==> src/hdl/svpp_pkg.sv <==
// Shared types, constants and fixed-point helpers for the star projector.
// Used by svpp_iter and star_vector_to_pixel_projector_top; no dependencies.
`default_nettype none
package svpp_pkg;

    localparam logic signed [31:0] Q_ONE      = 32'sh4000_0000;
    localparam logic signed [31:0] Q_NEG_ONE  = -32'sh4000_0000;
    localparam int                 IMAGE_SIDE_DEFAULT = 28;

    localparam logic [30:0] PITCH_RESET      = 31'd1073741;
    localparam logic [30:0] HALF_WIDTH_RESET = 31'd15032385;

    localparam logic OP_FRAME = 1'b0;
    localparam logic OP_STAR  = 1'b1;

    localparam logic REG_PIXEL_PITCH = 1'b0;
    localparam logic REG_HALF_WIDTH  = 1'b1;

    typedef enum logic {
        ITR_DIV,
        ITR_SQRT
    } itr_mode_t;

    typedef struct packed {
        logic        start;
        itr_mode_t   mode;
        logic [31:0] rem_init;
        logic [63:0] num;
        logic [31:0] den;
        logic [5:0]  count;
    } itr_req_t;

    typedef struct packed {
        logic        done;
        logic [33:0] result;
    } itr_rsp_t;

    function automatic logic signed [31:0] sat_q30(input logic signed [31:0] v);
        logic signed [31:0] r;
        r = v;
        if (v > Q_ONE)
            r = Q_ONE;
        else if (v < Q_NEG_ONE)
            r = Q_NEG_ONE;
        return r;
    endfunction

    function automatic logic signed [31:0] round60(input logic signed [63:0] v);
        logic [63:0] mag;
        logic [63:0] m;
        logic [31:0] m32;
        mag = v[63] ? 64'(-v) : 64'(v);
        m   = (mag + 64'h0000_0000_2000_0000) >> 30;
        m32 = m[31:0];
        return v[63] ? signed'(32'(-m32)) : signed'(m32);
    endfunction

endpackage
`default_nettype wire

==> src/hdl/svpp_iter.sv <==
// Shared restoring unit: one quotient or root bit per cycle.
// Depends on svpp_pkg for the request and response structs.
`default_nettype none
module svpp_iter
(
    input  wire logic              clk,
    input  wire logic              rst_n,
    input  wire svpp_pkg::itr_req_t req,
    output svpp_pkg::itr_rsp_t      rsp
);

    logic                busy_reg;
    logic                done_reg;
    svpp_pkg::itr_mode_t mode_reg;
    logic [5:0]          cnt_reg;
    logic [34:0]         rem_reg;
    logic [63:0]         num_reg;
    logic [33:0]         quo_reg;
    logic [31:0]         den_reg;

    logic [35:0] rem_sh;
    logic [35:0] trial;
    logic [35:0] diff;
    logic        ge;

    always_comb
    begin
        if (mode_reg == svpp_pkg::ITR_SQRT)
        begin
            rem_sh = {rem_reg[33:0], num_reg[63:62]};
            trial  = {quo_reg, 2'b01};
        end
        else
        begin
            rem_sh = {rem_reg, num_reg[63]};
            trial  = {4'b0, den_reg};
        end
        ge   = rem_sh >= trial;
        diff = rem_sh - trial;
    end

    always_ff @(posedge clk or negedge rst_n)
    begin
        if (!rst_n)
        begin
            busy_reg <= 1'b0;
            done_reg <= 1'b0;
            mode_reg <= svpp_pkg::ITR_DIV;
            cnt_reg  <= '0;
            rem_reg  <= '0;
            num_reg  <= '0;
            quo_reg  <= '0;
            den_reg  <= '0;
        end
        else
        begin
            done_reg <= 1'b0;
            if (req.start)
            begin
                busy_reg <= 1'b1;
                mode_reg <= req.mode;
                cnt_reg  <= req.count;
                rem_reg  <= {3'b0, req.rem_init};
                num_reg  <= req.num;
                quo_reg  <= '0;
                den_reg  <= req.den;
            end
            else if (busy_reg)
            begin
                rem_reg <= ge ? diff[34:0] : rem_sh[34:0];
                quo_reg <= {quo_reg[32:0], ge};
                num_reg <= (mode_reg == svpp_pkg::ITR_SQRT) ? {num_reg[61:0], 2'b0}
                                                           : {num_reg[62:0], 1'b0};
                cnt_reg <= cnt_reg - 6'd1;
                if (cnt_reg == 6'd1)
                begin
                    busy_reg <= 1'b0;
                    done_reg <= 1'b1;
                end
            end
        end
    end

    assign rsp.done   = done_reg;
    assign rsp.result = quo_reg;

endmodule
`default_nettype wire

==> config.mk <==
export PLATFORM = sky130hd
export DESIGN_NAME = svpp_iter
export DESIGN_NICKNAME = d
export VERILOG_FILES = /design/src/hdl/svpp_pkg.sv /design/src/hdl/svpp_iter.sv
export SDC_FILE = /design/constraint.sdc
export NUM_CORES = 1
export LEC_CHECK = 0
export BUFFER_PORTS_ARGS = -buffer_cell sky130_fd_sc_hd__buf_4
export CAP_MARGIN = 20
export CELL_PAD_IN_SITES_DETAIL_PLACEMENT = 1
export CELL_PAD_IN_SITES_GLOBAL_PLACEMENT = 2
export CORE_MARGIN = 10
export CORE_UTILIZATION = 31
export CTS_CLUSTER_DIAMETER = 30
export DETAILED_ROUTE_END_ITERATION = 10
export GPL_TIMING_DRIVEN = 1
export HOLD_SLACK_MARGIN = 0.03
export PLACE_DENSITY = 0.75
export SLEW_MARGIN = 20
export SYNTH_ARGS = -nofsm -noshare
export SYNTH_HDL_FRONTEND = slang
export SYNTH_SLANG_ARGS = --single-unit
==> constraint.sdc <==
create_clock -name clk -period 6.6 [get_ports clk]
set_input_delay 0.33 -clock clk [delete_from_list [all_inputs] [get_ports clk]]
set_output_delay 0.33 -clock clk [all_outputs]
set_load 0.01 [all_outputs]
### Word level (Yosys, flattened, before mapping)

Cells that the tools add are included.

* output and inout port bits: 35
* input port bits: 138
* word-level logic and storage cells: 31
* register bits after elaboration: 174

* $add $sub $neg: 2
* magnitude comparators: 1
* equality and inequality tests: 1
* muxes and demuxes: 18
* reductions and logical operators: 1

Operators by type and width (count)
* two-way mux 64 bit: 3
* two-way mux 35 bit: 3
* two-way mux 36 bit: 2
* two-way mux 34 bit: 2
* >= comparator 36 bit: 1
* subtractor 35 bit: 1
* two-way mux 6 bit: 2
* == test 6 x 1 -> 1 bit (second input constant): 1
* two-way mux 1 bit: 6
* subtractor 6 x 1 -> 6 bit (second input constant): 1
* nonzero test 2 bit: 1

### Depth between registers and ports, before layout

Gate-level depths: netlist of the first run.

* depth after elaboration: 5
* depth in mapped cells: 19
* gate-level depth less buffers: 13

### Worst setup path before layout of the first run

No wires, ideal clock.

* path type: register to register
* start: register mode_reg
* end: register rem_reg[16]
* path slack: 1876 ps
* arrival time: 4589 ps
* setup time: 135 ps
* period minus slack after synthesis: 4724 ps
* path buffers: 7
* required time: 6465 ps
* stages on the path, launching flop included: 18
* path through: dfrtp_1 > clkbuf_1 > buf_1 > buf_2 > buf_1 > buf_1 > mux2i_1 > ha_1 > a21o_1 > a221oi_2 > o21ai_2 > a211o_1 > a211o_1 > o21a_1 > buf_6 > buf_2 > a211oi_1 > o31ai_1

* cells in the longest elaborated chain, start to end: 5
* elaborated cells on any way between the ends: 7
* those cells by class: add/sub (1); order compare (1); mux (5)

Ends and longest elaborated chain
* start, declared: RTL line svpp_iter.sv:14 `svpp_pkg::itr_mode_t mode_reg;`
* start signal, assigned: RTL line svpp_iter.sv:48 `mode_reg <= svpp_pkg::ITR_DIV;`
* start signal, assigned: RTL line svpp_iter.sv:61 `mode_reg <= req.mode;`
* two-way mux 36 bit: RTL line svpp_iter.sv:28 `if (mode_reg == svpp_pkg::ITR_SQRT)`
* subtractor 35 bit / >= comparator 36 bit (equally long branches): RTL line svpp_iter.sv:39, svpp_iter.sv:38
* two-way mux 35 bit (*): RTL line svpp_iter.sv:70 `rem_reg <= ge ? diff[34:0] : rem_sh[34:0];`
* two-way mux 35 bit (*): RTL line svpp_iter.sv:68 `else if (busy_reg)`
* two-way mux 35 bit (*): RTL line svpp_iter.sv:58 `if (req.start)`
* end signal, assigned: RTL line svpp_iter.sv:63 `rem_reg <= {3'b0, req.rem_init};`
* end signal, assigned: RTL line svpp_iter.sv:70
* end, declared: RTL line svpp_iter.sv:16 `logic [34:0] rem_reg;`

Mark *: on every way between the ends. The rest lies on a longest branch, timed or not. The select of a mux whose other input is x is not followed.
A chain may end at the register's enable or synchronous reset.

### Worst setup path after layout of the first run

* start: register mode_reg
* end: register rem_reg[11]

The elaborated chain is that of the path after synthesis.

==> results of run 1 <==
routing by layer:
layer / vias up / track usage / share of wire
met1: 4564 / 0.206 / 0.49
met5: - / 0 / 0.00038
li1: 4510 / - / -
met4: 2 / 0.0276 / 0.0063
met3: 13 / 0.0355 / 0.036
met2: 131 / 0.251 / 0.47
worst max-delay path, cell delays in order (launching register included):
cell and delay [ns]:
sky130_fd_sc_hd__dfrtp_4 0.96, sky130_fd_sc_hd__mux2i_1 0.34, sky130_fd_sc_hd__ha_1 0.21, sky130_fd_sc_hd__inv_1 0.06, sky130_fd_sc_hd__fa_1 0.39, sky130_fd_sc_hd__a21o_1 0.22, sky130_fd_sc_hd__a221oi_2 0.38, sky130_fd_sc_hd__o21ai_2 0.13
sky130_fd_sc_hd__a211o_1 0.38, sky130_fd_sc_hd__a211o_1 0.37, sky130_fd_sc_hd__o21ai_4 0.40, sky130_fd_sc_hd__buf_4 0.35, sky130_fd_sc_hd__o311ai_0 0.20, sky130_fd_sc_hd__a22o_1 0.24
synth_stat cells, types with 4 or more instances:
| library cell | number | area [um^2] |
|---|---|---|
| sky130_fd_sc_hd__a211o_1 | 6 | 52.6 |
| sky130_fd_sc_hd__nand4_1 | 11 | 68.8 |
| sky130_fd_sc_hd__xor2_1 | 12 | 105 |
| sky130_fd_sc_hd__a31oi_1 | 6 | 37.5 |
| sky130_fd_sc_hd__inv_1 | 16 | 60.1 |
| sky130_fd_sc_hd__a21oi_1 | 114 | 571 |
| sky130_fd_sc_hd__o21a_1 | 8 | 60.1 |
| sky130_fd_sc_hd__nand3_1 | 7 | 35.0 |
| sky130_fd_sc_hd__and3_1 | 21 | 131 |
| sky130_fd_sc_hd__buf_2 | 6 | 30.0 |
| sky130_fd_sc_hd__xnor2_1 | 18 | 158 |
| sky130_fd_sc_hd__nand2_1 | 128 | 480 |
| sky130_fd_sc_hd__nor4_1 | 4 | 25.0 |
| sky130_fd_sc_hd__nor3_1 | 6 | 30.0 |
| sky130_fd_sc_hd__dfrtp_1 | 174 | 4350 |
| sky130_fd_sc_hd__a21o_1 | 17 | 128 |
| sky130_fd_sc_hd__o221ai_1 | 6 | 52.6 |
| sky130_fd_sc_hd__a22o_1 | 10 | 87.6 |
| sky130_fd_sc_hd__a211oi_1 | 6 | 45.0 |
| sky130_fd_sc_hd__nor2_1 | 143 | 537 |
| sky130_fd_sc_hd__ha_1 | 38 | 475 |
| sky130_fd_sc_hd__clkbuf_1 | 59 | 221 |
| sky130_fd_sc_hd__o21bai_1 | 4 | 30.0 |
| sky130_fd_sc_hd__mux2i_1 | 130 | 1300 |
| sky130_fd_sc_hd__o21ai_0 | 93 | 465 |
| sky130_fd_sc_hd__o311ai_0 | 4 | 35.0 |
| sky130_fd_sc_hd__or3_1 | 6 | 37.5 |
| sky130_fd_sc_hd__mux2_2 | 69 | 777 |
| sky130_fd_sc_hd__o211ai_1 | 10 | 75.1 |
| sky130_fd_sc_hd__buf_1 | 15 | 56.3 |
layout make-up:
type / count / area share
multi-input cells: 925 / 0.471
flip-flops and latches: 174 / 0.330
diodes: 1 / 0.000190
clock inverters: 14 / 0.0118
well taps: 455 / 0.0431
clock buffers: 18 / 0.0325
repair buffers: 183 / 0.106
inverters: 16 / 0.00474
power breakdown:
part	switching, W	internal (W)	total (W)	leakage (nW)
combinational	0.00156	0.00119	0.00275	3.92
clock	0.000487	0.000565	0.00105	0.281
sequential	0.000174	0.00126	0.00143	2.16
total	0.00222	0.00301	0.00523	6.36
final timing paths:
check,endpoint,cells past startpoint,slack (ns)
setup / recovery,rem_reg[11],13,1.82
max in group asynchronous,quo_reg[20],3,4.89
setup reg to reg,rem_reg[11],13,1.82
hold / removal,num_reg[59],3,0.09
min in group asynchronous,num_reg[49],2,0.41
hold reg to reg,den_reg[0],1,0.51
stage by stage:
| stage | util | hold slack [ns] | std cells |
|---|---|---|---|
| floorplan | - | 0.0344 | 1200 |
| global placement | 0.363 | 0.346 | 1752 |
| detailed placement | 0.363 | 0.349 | 1752 |
| CTS | 0.380 | 0.0617 | 1785 |
| global route | 0.380 | 0.0666 | 1785 |
| finish | 0.380 | 0.0866 | 1786 |
cells by family after synthesis:
kind of cell	count (synthesis)	share of synthesized area
flip-flops	174	0.396
XOR/XNOR	30	0.0239
buffers and inverters	101	0.0376
AO/OA/AOI/OAI	318	0.177
AND/OR/NAND/NOR	339	0.131
adder cells (fa/ha/maj)	39	0.0451
multiplexers	199	0.189
what timing repair did:
item | in CTS | in global routing
hold endpoints to repair | 52 | 0
hold buffers | 1 | 0
setup endpoints to repair | 0 | 0
==> results.ini, run 1 <==
[route]
drt_pass1_iterations = 6
routed_wire_length_per_instance_um = 19.1
remaining_drc_errors = 0
via_per_inst = 5.16
detailroute.via_count = 9220
totalWireLength_um = 34100
final_antenna_net_count = 0
drt_iter0_markers = 379

[pwr]
ir_drop_mv = 0.207
power_density_nw_per_um2 = 396
total_power_w = 0.00523
power_leakage_nw = 6.36

[critical_path]
criticalPathCategory = flip-flop to flip-flop
timing.critical_path.to_type = flip-flop
worst_ep_arrival_time_ns = 5.11
rr_startpoint = mode_reg
crit_start = mode_reg
path_max_fanout = 57
cp.required_ns = 6.94
crit_path_start_kind = flip-flop

[floorplanning]
die_area_um2 = 43400
die_h_um = 208
floorplan.initialDensity = 0.316
die_w_um = 208
ioPinCount = 173
core_region_area_um2 = 34700
site_row_count = 68

[grt]
first_global_vias = 9806
grt_antenna_before_repair = 2
grt_pass1_wl_um = 55200
gr-usage-all-layers = 0.154
globalRoute.totalOverflow = 0
pin_count_of_the_biggest_net_entering_global_routing = 163

[sta]
grt_setup_unrepaired = no
timing.clock.skew_ns = 0.0159
post-route-min-period_ns = 4.78
worstMarginPinSlew_ns = 1.06
setup_slack_ns = 1.82
timing.fmax_mhz = 209
timing.max_slew.rel_slack = 0.293
finalSetupViolations = 0
fin_setup_tns_ns = 0
finalHoldViolations = 0
final_min_period_over_clock_period = 0.724
report.final.slew_viol_count = 0

[layout]
largest_register_ffs = 64
nFillCells = 4049
fin_area_um2 = 13200
layout.cells.most_common = sky130_fd_sc_hd__buf_4
ratio_of_cells_with_drive_above_1_in_the_final_layout = 0.221
highest_count_cells_in_the_layout_ignoring_fill_and_taps = sky130_fd_sc_hd__buf_4 (179), sky130_fd_sc_hd__dfrtp_1 (172), sky130_fd_sc_hd__nor2_1 (143)
register_area_um2 = 4360
area_growth_syn_to_layout_pct = 20.1
multi_input_area_um2 = 6220
fin_nets = 1494

[clock_network]
cts_setup_buffers = 0
clk_path_buf_depth = 2
clk_pin_slew_worst_paths_ns = 0.07
cts_resized = 0
cts_made_buffers = 17
clkSinkCount = 174
root_buffer = sky130_fd_sc_hd__clkbuf_16
htree_num_levels = 4
tritoncts = yes
insertion_delay_ns = 0.45

[synthesis]
synth_nets = 1377
asyncSetResetFlopFracSynth = 1.00
seq_area_frac_synth = 0.396
ys_seq_elements = 174
synthesis.area_um2 = 11000
edff_count_synth = 0
yosysUniqueCellTypes = 62
ys_dominant_reg_cell = sky130_fd_sc_hd__dfrtp_1
netlist_instances = 1200
synth_warnings = 0
syn_area_per_cell_um2 = 9.15

[place]
dp_worst_setup_slack_ns = 1.73
placed_cell_area_um2 = 12600
place.port_buffers = 172
gp_congestion = 0.807
hpwlAfterDp_um = 24200

[flow_run]
timing.max_cap.violations = 0

[outcome]
status = finished clean

[worst_hold_path]
worstHoldStart = req[97]
hold_class = input port to flip-flop

Power figures use the tool's default switching activity.
==> run 2: changes to the inputs <==
--- a/config.mk
+++ b/config.mk
@@ -15,7 +15,7 @@
 export DETAILED_ROUTE_END_ITERATION = 10
 export GPL_TIMING_DRIVEN = 1
 export HOLD_SLACK_MARGIN = 0.03
-export PLACE_DENSITY = 0.75
+export PLACE_DENSITY = 0.78
 export SLEW_MARGIN = 20
 export SYNTH_ARGS = -nofsm -noshare
 export SYNTH_HDL_FRONTEND = slang
==> constraint.sdc (replaced) <==
create_clock -name clk -period 4.2 [get_ports clk]
set_input_delay 0.21 -clock clk [delete_from_list [all_inputs] [get_ports clk]]
set_output_delay 0.21 -clock clk [all_outputs]
set_load 0.01 [all_outputs]
==> run 2 against run 1 <==
Against the previous run: register-to-register slack lost 1.6 ns; core utilization grew 4.5 points; routed wire length grew 7.2%; first-iteration DRC count grew 13%; die area is the same; setup slack lost 1.6 ns; sequential power grew 57%; critical endpoint unchanged.
==> results.ini, run 2 (same netlist as run 1, synthesis figures left out) <==
[outcome]
status = finished clean  ; unchanged

[grt]
globalRoute.totalOverflow = 0  ; unchanged
grt_antenna_before_repair = 0  ; was 2
first_global_vias = 10773  ; was 9806
gr-usage-all-layers = 0.167  ; was 0.154
pin_count_of_the_biggest_net_entering_global_routing = 143  ; was 163
grt_pass1_wl_um = 59800  ; was 55200 um

[sta]
finalHoldViolations = 0  ; unchanged
post-route-min-period_ns = 4.02  ; was 4.78 ns
timing.clock.skew_ns = 0.00800  ; was 0.0159 ns
report.final.slew_viol_count = 0  ; unchanged
timing.fmax_mhz = 249  ; was 209 MHz
worst_hold_slack_ns = 0.0438  ; was 0.0866 ns
final_min_period_over_clock_period = 0.958  ; was 0.724
finalSetupViolations = 0  ; unchanged
setup_slack_ns = 0.178  ; was 1.82 ns
worstMarginPinSlew_ns = 1.10  ; was 1.06 ns
timing.max_slew.rel_slack = 0.269  ; was 0.293

[critical_path]
worst_ep_arrival_time_ns = 4.36  ; was 5.11 ns
rr_startpoint = mode_reg  ; unchanged
crit-reg2reg-capture = rem_reg[11]  ; unchanged
cp.required_ns = 4.53  ; was 6.94 ns
criticalPathCategory = flip-flop to flip-flop  ; unchanged
crit_path_start_kind = flip-flop  ; unchanged
timing.critical_path.to_type = flip-flop  ; unchanged
timing.reg2reg.worst_path_depth = 14  ; was 13
setup.reg_to_reg.worst_slack_ns = 0.18  ; was 1.82 ns
path_max_fanout = 38  ; was 57

[clock_network]
clkSinkCount = 174  ; unchanged
clk_pin_slew_worst_paths_ns = 0.07  ; about the same
htree_num_levels = 4  ; unchanged
cts_made_buffers = 17  ; unchanged
insertion_delay_ns = 0.45  ; about the same
clk_path_buf_depth = 2  ; unchanged
tritoncts = yes  ; unchanged
root_buffer = sky130_fd_sc_hd__clkbuf_16  ; unchanged

[pwr]
power_density_nw_per_um2 = 586  ; was 396 nW/um^2
power_leakage_nw = 7.03  ; was 6.36 nW
ir_drop_mv = 0.333  ; was 0.207 mV

[place]
dp_cells = 1774  ; was 1752
placed_cell_area_um2 = 12800  ; was 12600 um^2
place.port_buffers = 172  ; unchanged
dp_worst_setup_slack_ns = 0.0999  ; was 1.73 ns
hpwlAfterDp_um = 24700  ; was 24200 um
gp_congestion = 0.895  ; was 0.807

[layout]
nFillCells = 3945  ; was 4049
fin_nets = 1648  ; was 1494
multi_input_area_um2 = 6250  ; was 6220 um^2
highest_count_cells_in_the_layout_ignoring_fill_and_taps = sky130_fd_sc_hd__buf_4 (197), sky130_fd_sc_hd__dfrtp_1 (172), sky130_fd_sc_hd__nor2_1 (143)  ; was sky130_fd_sc_hd__buf_4 (179), sky130_fd_sc_hd__dfrtp_1 (172), sky130_fd_sc_hd__nor2_1 (143)
area_growth_syn_to_layout_pct = 34.4  ; was 20.1%
final_core_utilization = 0.425  ; was 0.380
layoutNonFillerInstCount = 1938  ; was 1786
register_area_um2 = 4360  ; unchanged
fin_area_um2 = 14800  ; was 13200 um^2
layout.cells.most_common = sky130_fd_sc_hd__buf_4  ; unchanged
ratio_of_cells_with_drive_above_1_in_the_final_layout = 0.217  ; was 0.221
ant_cells = 0  ; was 1
largest_register_ffs = 64  ; unchanged

[route]
remaining_drc_errors = 0  ; unchanged
detailroute.via_count = 9929  ; was 9220
drt_iter0_markers = 427  ; was 379
routed_wire_length_per_instance_um = 18.9  ; was 19.1 um
via_per_inst = 5.12  ; was 5.16
drt_pass1_iterations = 4  ; was 6
totalWireLength_um = 36600  ; was 34100 um
final_antenna_net_count = 0  ; unchanged

[worst_hold_path]
cell_count_of_the_worst_hold_path = 3  ; unchanged
hold_class = input port to flip-flop  ; unchanged
worstHoldStart = req[118]  ; was req[97]
holdPathEnd = rem_reg[16]  ; was num_reg[59]

[floorplanning]
floorplan.initialDensity = 0.316  ; unchanged
die_w_um = 208  ; unchanged
ioPinCount = 173  ; unchanged
die_area_um2 = 43400  ; unchanged
core_region_area_um2 = 34700  ; unchanged
site_row_count = 68  ; unchanged
die_h_um = 208  ; unchanged

[flow_run]
timing.max_cap.violations = 0  ; unchanged

run 2: changes by cell type in the layout (fill, tap and decap cells not counted), sizes merged:
cell | previous run | this run
dlygate4sd3 | 1 | 132
buf | 181 | 203
inv | 21 | 18
clkinv | 4 | 6
clkinvlp | 3 | 4
diode | 1 | 0
run 2: routing by layer:
metal,global-route usage,wire length (um),share of wire,up-vias
li1,-,-,-,4820
met1,0.216,17100,0.47,4938
met2,0.283,18000,0.49,151
met3,0.0321,1150,0.031,20
met4,0.0321,353,0.0096,0
met5,0,0,0,-
run 2: repair_timing:
item / CTS / global route
buffers inserted: 0 / 0
endpoints found under the setup margin: 0 / 26
endpoints found under the hold margin: 204 / 0
hold buffers: 132 / 0
gates resized for setup: 0 / 10
run 2: report_power, final:
| part | internal, W | leakage, nW | switching [W] |
|---|---|---|---|
| combinational | 0.00219 | 4.61 | 0.00261 |
| clock | 0.000873 | 0.271 | 0.000734 |
| sequential | 0.00198 | 2.16 | 0.000259 |
run 2: stage by stage:
step / TNS [ns] / total power [W]
2_1_floorplan: 0 / 0.00550
3_3_place_gp: 0 / 0.00681
3_5_place_dp: 0 / 0.00689
4_1_cts: 0 / 0.00867
5_1_grt: -0.00394 / 0.00936
6_report: 0 / 0.00865
run 2: worst max path at each step:
| stage | end | slack [ns] | cells past startpoint | start |
|---|---|---|---|---|
| 2_1_floorplan | rem_reg[16] | 0.04 | 17 | mode_reg |
| 3_3_place_gp | rem_reg[30] | 0.24 | 14 | mode_reg |
| 3_5_place_dp | rem_reg[30] | 0.1 | 13 | mode_reg |
| 4_1_cts | rem_reg[30] | 0.09 | 13 | mode_reg |
| 5_1_grt | rem_reg[11] | -0.004 | 14 | mode_reg |
| 6_report | rem_reg[11] | 0.18 | 14 | mode_reg |
run 2: final cells by class:
class,instances,area share
multi-input combinational,925,0.424
sequential,174,0.295
timing repair buffer,337,0.200
tap,455,0.0385
clock buffer,17,0.0288
clock inverter,14,0.00983
inverter,16,0.00424
run 2: worst max-delay path, cell delays in order (launching register included):
cell	delay, ns
sky130_fd_sc_hd__dfrtp_4	0.54
sky130_fd_sc_hd__mux2i_2	0.26
sky130_fd_sc_hd__ha_1	0.21
sky130_fd_sc_hd__inv_1	0.06
sky130_fd_sc_hd__fa_1	0.40
sky130_fd_sc_hd__a21o_1	0.24
sky130_fd_sc_hd__a221oi_4	0.31
sky130_fd_sc_hd__o21ai_2	0.13
sky130_fd_sc_hd__a211o_1	0.39
sky130_fd_sc_hd__a211o_1	0.32
sky130_fd_sc_hd__buf_4	0.17
sky130_fd_sc_hd__o21ai_4	0.17
sky130_fd_sc_hd__buf_12	0.23
sky130_fd_sc_hd__o311ai_0	0.21
sky130_fd_sc_hd__a22o_1	0.25
==> run 3: changes to the inputs <==
--- a/config.mk
+++ b/config.mk
@@ -15,7 +15,7 @@
 export DETAILED_ROUTE_END_ITERATION = 10
 export GPL_TIMING_DRIVEN = 1
 export HOLD_SLACK_MARGIN = 0.03
-export PLACE_DENSITY = 0.78
+export PLACE_DENSITY_LB_ADDON = 0.1
 export SLEW_MARGIN = 20
 export SYNTH_ARGS = -nofsm -noshare
 export SYNTH_HDL_FRONTEND = slang
==> run 3 against run 2 <==
Against the previous run: clock skew hardly changed; hold slack improved by 0.020 ns; via count decreased by 0.87%; critical endpoint is now rem_reg[2]; final area is essentially flat; total power is 0.29% lower; critical path depth fell by 1; global-route usage fell by 0.097 points; sequential share of layout area hardly changed; flip-flop and latch count unchanged; count of clock-buffer cells in the layout up 5.
==> results.ini, run 3 (same netlist as run 1, synthesis figures left out) <==
[pwr]
ir_drop_mv = 0.396  ; was 0.333 mV
p_sw_frac = 0.409  ; was 0.417
power_density_nw_per_um2 = 584  ; was 586 nW/um^2
internal_power_w = 0.00509  ; was 0.00505 W
combinationalPowerShare = 0.545  ; was 0.555
p_sw_w = 0.00353  ; was 0.00360 W
clockPowerShare = 0.197  ; was 0.186
power_leakage_nw = 7.05  ; was 7.03 nW
seqPwrFrac = 0.258  ; was 0.259

[layout]
ratio_of_cells_with_drive_above_1_in_the_final_layout = 0.213  ; was 0.217
register_area_um2 = 4360  ; unchanged
largest_register_ffs = 64  ; unchanged
highest_count_cells_in_the_layout_ignoring_fill_and_taps = sky130_fd_sc_hd__buf_4 (197), sky130_fd_sc_hd__dfrtp_1 (172), sky130_fd_sc_hd__nor2_1 (143)  ; unchanged
layout.cells.most_common = sky130_fd_sc_hd__buf_4  ; unchanged
multi_input_area_um2 = 6240  ; was 6250 um^2
nFillCells = 3985  ; was 3945
fin_nets = 1648  ; unchanged
ant_cells = 0  ; unchanged
area_growth_syn_to_layout_pct = 34.5  ; was 34.4%

[route]
via_per_inst = 5.08  ; was 5.12
routed_wire_length_per_instance_um = 18.7  ; was 18.9 um
drt_iter0_markers = 432  ; was 427
totalWireLength_um = 36300  ; was 36600 um
detailroute.via_count = 9843  ; was 9929
drt_pass1_iterations = 4  ; unchanged
final_antenna_net_count = 0  ; unchanged
remaining_drc_errors = 0  ; unchanged

[grt]
grt_pass1_wl_um = 59100  ; was 59800 um
first_global_vias = 10488  ; was 10773
grt_antenna_before_repair = 0  ; unchanged
globalRoute.totalOverflow = 0  ; unchanged
gr-usage-all-layers = 0.166  ; was 0.167
pin_count_of_the_biggest_net_entering_global_routing = 139  ; was 143

[critical_path]
rr_startpoint = mode_reg  ; unchanged
crit_path_start_kind = flip-flop  ; unchanged
timing.critical_path.to_type = flip-flop  ; unchanged
cp.required_ns = 4.54  ; was 4.53 ns
timing.reg2reg.worst_path_depth = 13  ; was 14
crit_start = mode_reg  ; unchanged
setup.reg_to_reg.worst_slack_ns = 0.21  ; was 0.18 ns
crit-reg2reg-capture = rem_reg[2]  ; was rem_reg[11]
worst_ep_arrival_time_ns = 4.33  ; was 4.36 ns
path_max_fanout = 33  ; was 38
criticalPathCategory = flip-flop to flip-flop  ; unchanged

[clock_network]
root_buffer = sky130_fd_sc_hd__clkbuf_16  ; unchanged
clk_path_buf_depth = 2  ; unchanged
clk_pin_slew_worst_paths_ns = 0.07  ; about the same
insertion_delay_ns = 0.45  ; about the same
clkSinkCount = 174  ; unchanged
tritoncts = yes  ; unchanged
cts_made_buffers = 17  ; unchanged
htree_num_levels = 4  ; unchanged

[floorplanning]
die_area_um2 = 43400  ; unchanged
die_h_um = 208  ; unchanged
site_row_count = 68  ; unchanged
ioPinCount = 173  ; unchanged
die_w_um = 208  ; unchanged
floorplan.initialDensity = 0.316  ; unchanged
core_region_area_um2 = 34700  ; unchanged

[sta]
setup_slack_ns = 0.212  ; was 0.178 ns
grt_setup_unrepaired = no
post-route-min-period_ns = 3.99  ; was 4.02 ns
timing.clock.skew_ns = 0.00821  ; was 0.00800 ns
finalHoldViolations = 0  ; unchanged
fin_setup_tns_ns = 0  ; unchanged
report.final.slew_viol_count = 0  ; unchanged
timing.max_slew.rel_slack = 0.372  ; was 0.269
timing.fmax_mhz = 251  ; was 249 MHz
final_min_period_over_clock_period = 0.950  ; was 0.958
worstMarginPinSlew_ns = 0.942  ; was 1.10 ns
finalSetupViolations = 0  ; unchanged

[worst_hold_path]
hold_class = input port to flip-flop  ; unchanged
holdPathEnd = rem_reg[21]  ; was rem_reg[16]
cell_count_of_the_worst_hold_path = 2  ; was 3
worstHoldStart = req[123]  ; was req[118]

[place]
hpwlAfterDp_um = 24800  ; was 24700 um
gp_congestion = 0.791  ; was 0.895
place.port_buffers = 172  ; unchanged
dp_worst_setup_slack_ns = 0.124  ; was 0.0999 ns

[flow_run]
timing.max_cap.violations = 0  ; unchanged

[outcome]
status = finished clean  ; unchanged

## run 3: cell type report
type / instances / area share
Clock inverter: 10 / 0.00915
Tap cell: 455 / 0.0385
Inverter: 16 / 0.00423
Multi-Input combinational cell: 925 / 0.422
Sequential cell: 174 / 0.295
Clock buffer: 22 / 0.0321
Timing Repair Buffer: 337 / 0.199
## run 3: worst max-delay path by stage
stage	endpoint	cells past startpoint
3_3_place_gp	rem_reg[30]	12
2_1_floorplan	rem_reg[16]	17
4_1_cts	rem_reg[24]	12
5_1_grt	rem_reg[19]	13
6_report	rem_reg[2]	13
3_5_place_dp	rem_reg[30]	12
## run 3: per-stage QoR
stage	area, um^2	util	cells	total power (W)	hold WS, ns
3_5_place_dp	12800	0.369	1774	0.00683	0.297
5_1_grt	14800	0.426	1939	0.00936	0.0461
6_report	14800	0.426	1939	0.00862	0.0642
2_1_floorplan	11000	-	1200	0.00550	-0.0856
3_3_place_gp	12800	0.369	1774	0.00682	0.300
4_1_cts	14800	0.425	1939	0.00871	0.0309
## run 3: per-layer routing
| metal | wire [um] | part of all wire | track usage | vias up |
|---|---|---|---|---|
| met4 | 227 | 0.0063 | 0.0321 | 0 |
| met5 | 0 | 0 | 0 | - |
| met1 | 17100 | 0.47 | 0.215 | 4872 |
| met2 | 17900 | 0.49 | 0.282 | 133 |
| met3 | 1020 | 0.028 | 0.0316 | 12 |
| li1 | - | - | - | 4826 |
## run 3: power groups by stage
| stage | clock (W) | sequential (W) | combinational (W) |
|---|---|---|---|
| 2_1_floorplan | 0 | 0.00216 | 0.00334 |
| 6_report | 0.00170 | 0.00222 | 0.00470 |
| 5_1_grt | 0.00183 | 0.00227 | 0.00526 |
| 3_3_place_gp | 0 | 0.00225 | 0.00456 |
| 3_5_place_dp | 0 | 0.00225 | 0.00458 |
| 4_1_cts | 0.00177 | 0.00223 | 0.00471 |
## run 3: what timing repair did
action                                  in CTS  in global routing
buffers inserted                             0                  0
hold buffers                               133                  0
gates resized for setup                      0                  4
endpoints found under the setup margin       0                 10
endpoints found under the hold margin      197                  0
## run 3: worst max-delay path: stages, from the launching register on
cell	delay, ns
sky130_fd_sc_hd__dfrtp_4	0.48
sky130_fd_sc_hd__buf_12	0.22
sky130_fd_sc_hd__mux2_2	0.37
sky130_fd_sc_hd__ha_1	0.39
sky130_fd_sc_hd__and3_1	0.25
sky130_fd_sc_hd__a221oi_4	0.32
sky130_fd_sc_hd__o21ai_2	0.12
sky130_fd_sc_hd__a211o_1	0.37
sky130_fd_sc_hd__a211o_1	0.37
sky130_fd_sc_hd__o21a_1	0.30
sky130_fd_sc_hd__buf_4	0.18
sky130_fd_sc_hd__mux2i_1	0.14
sky130_fd_sc_hd__o21ai_1	0.07
sky130_fd_sc_hd__mux2_2	0.28
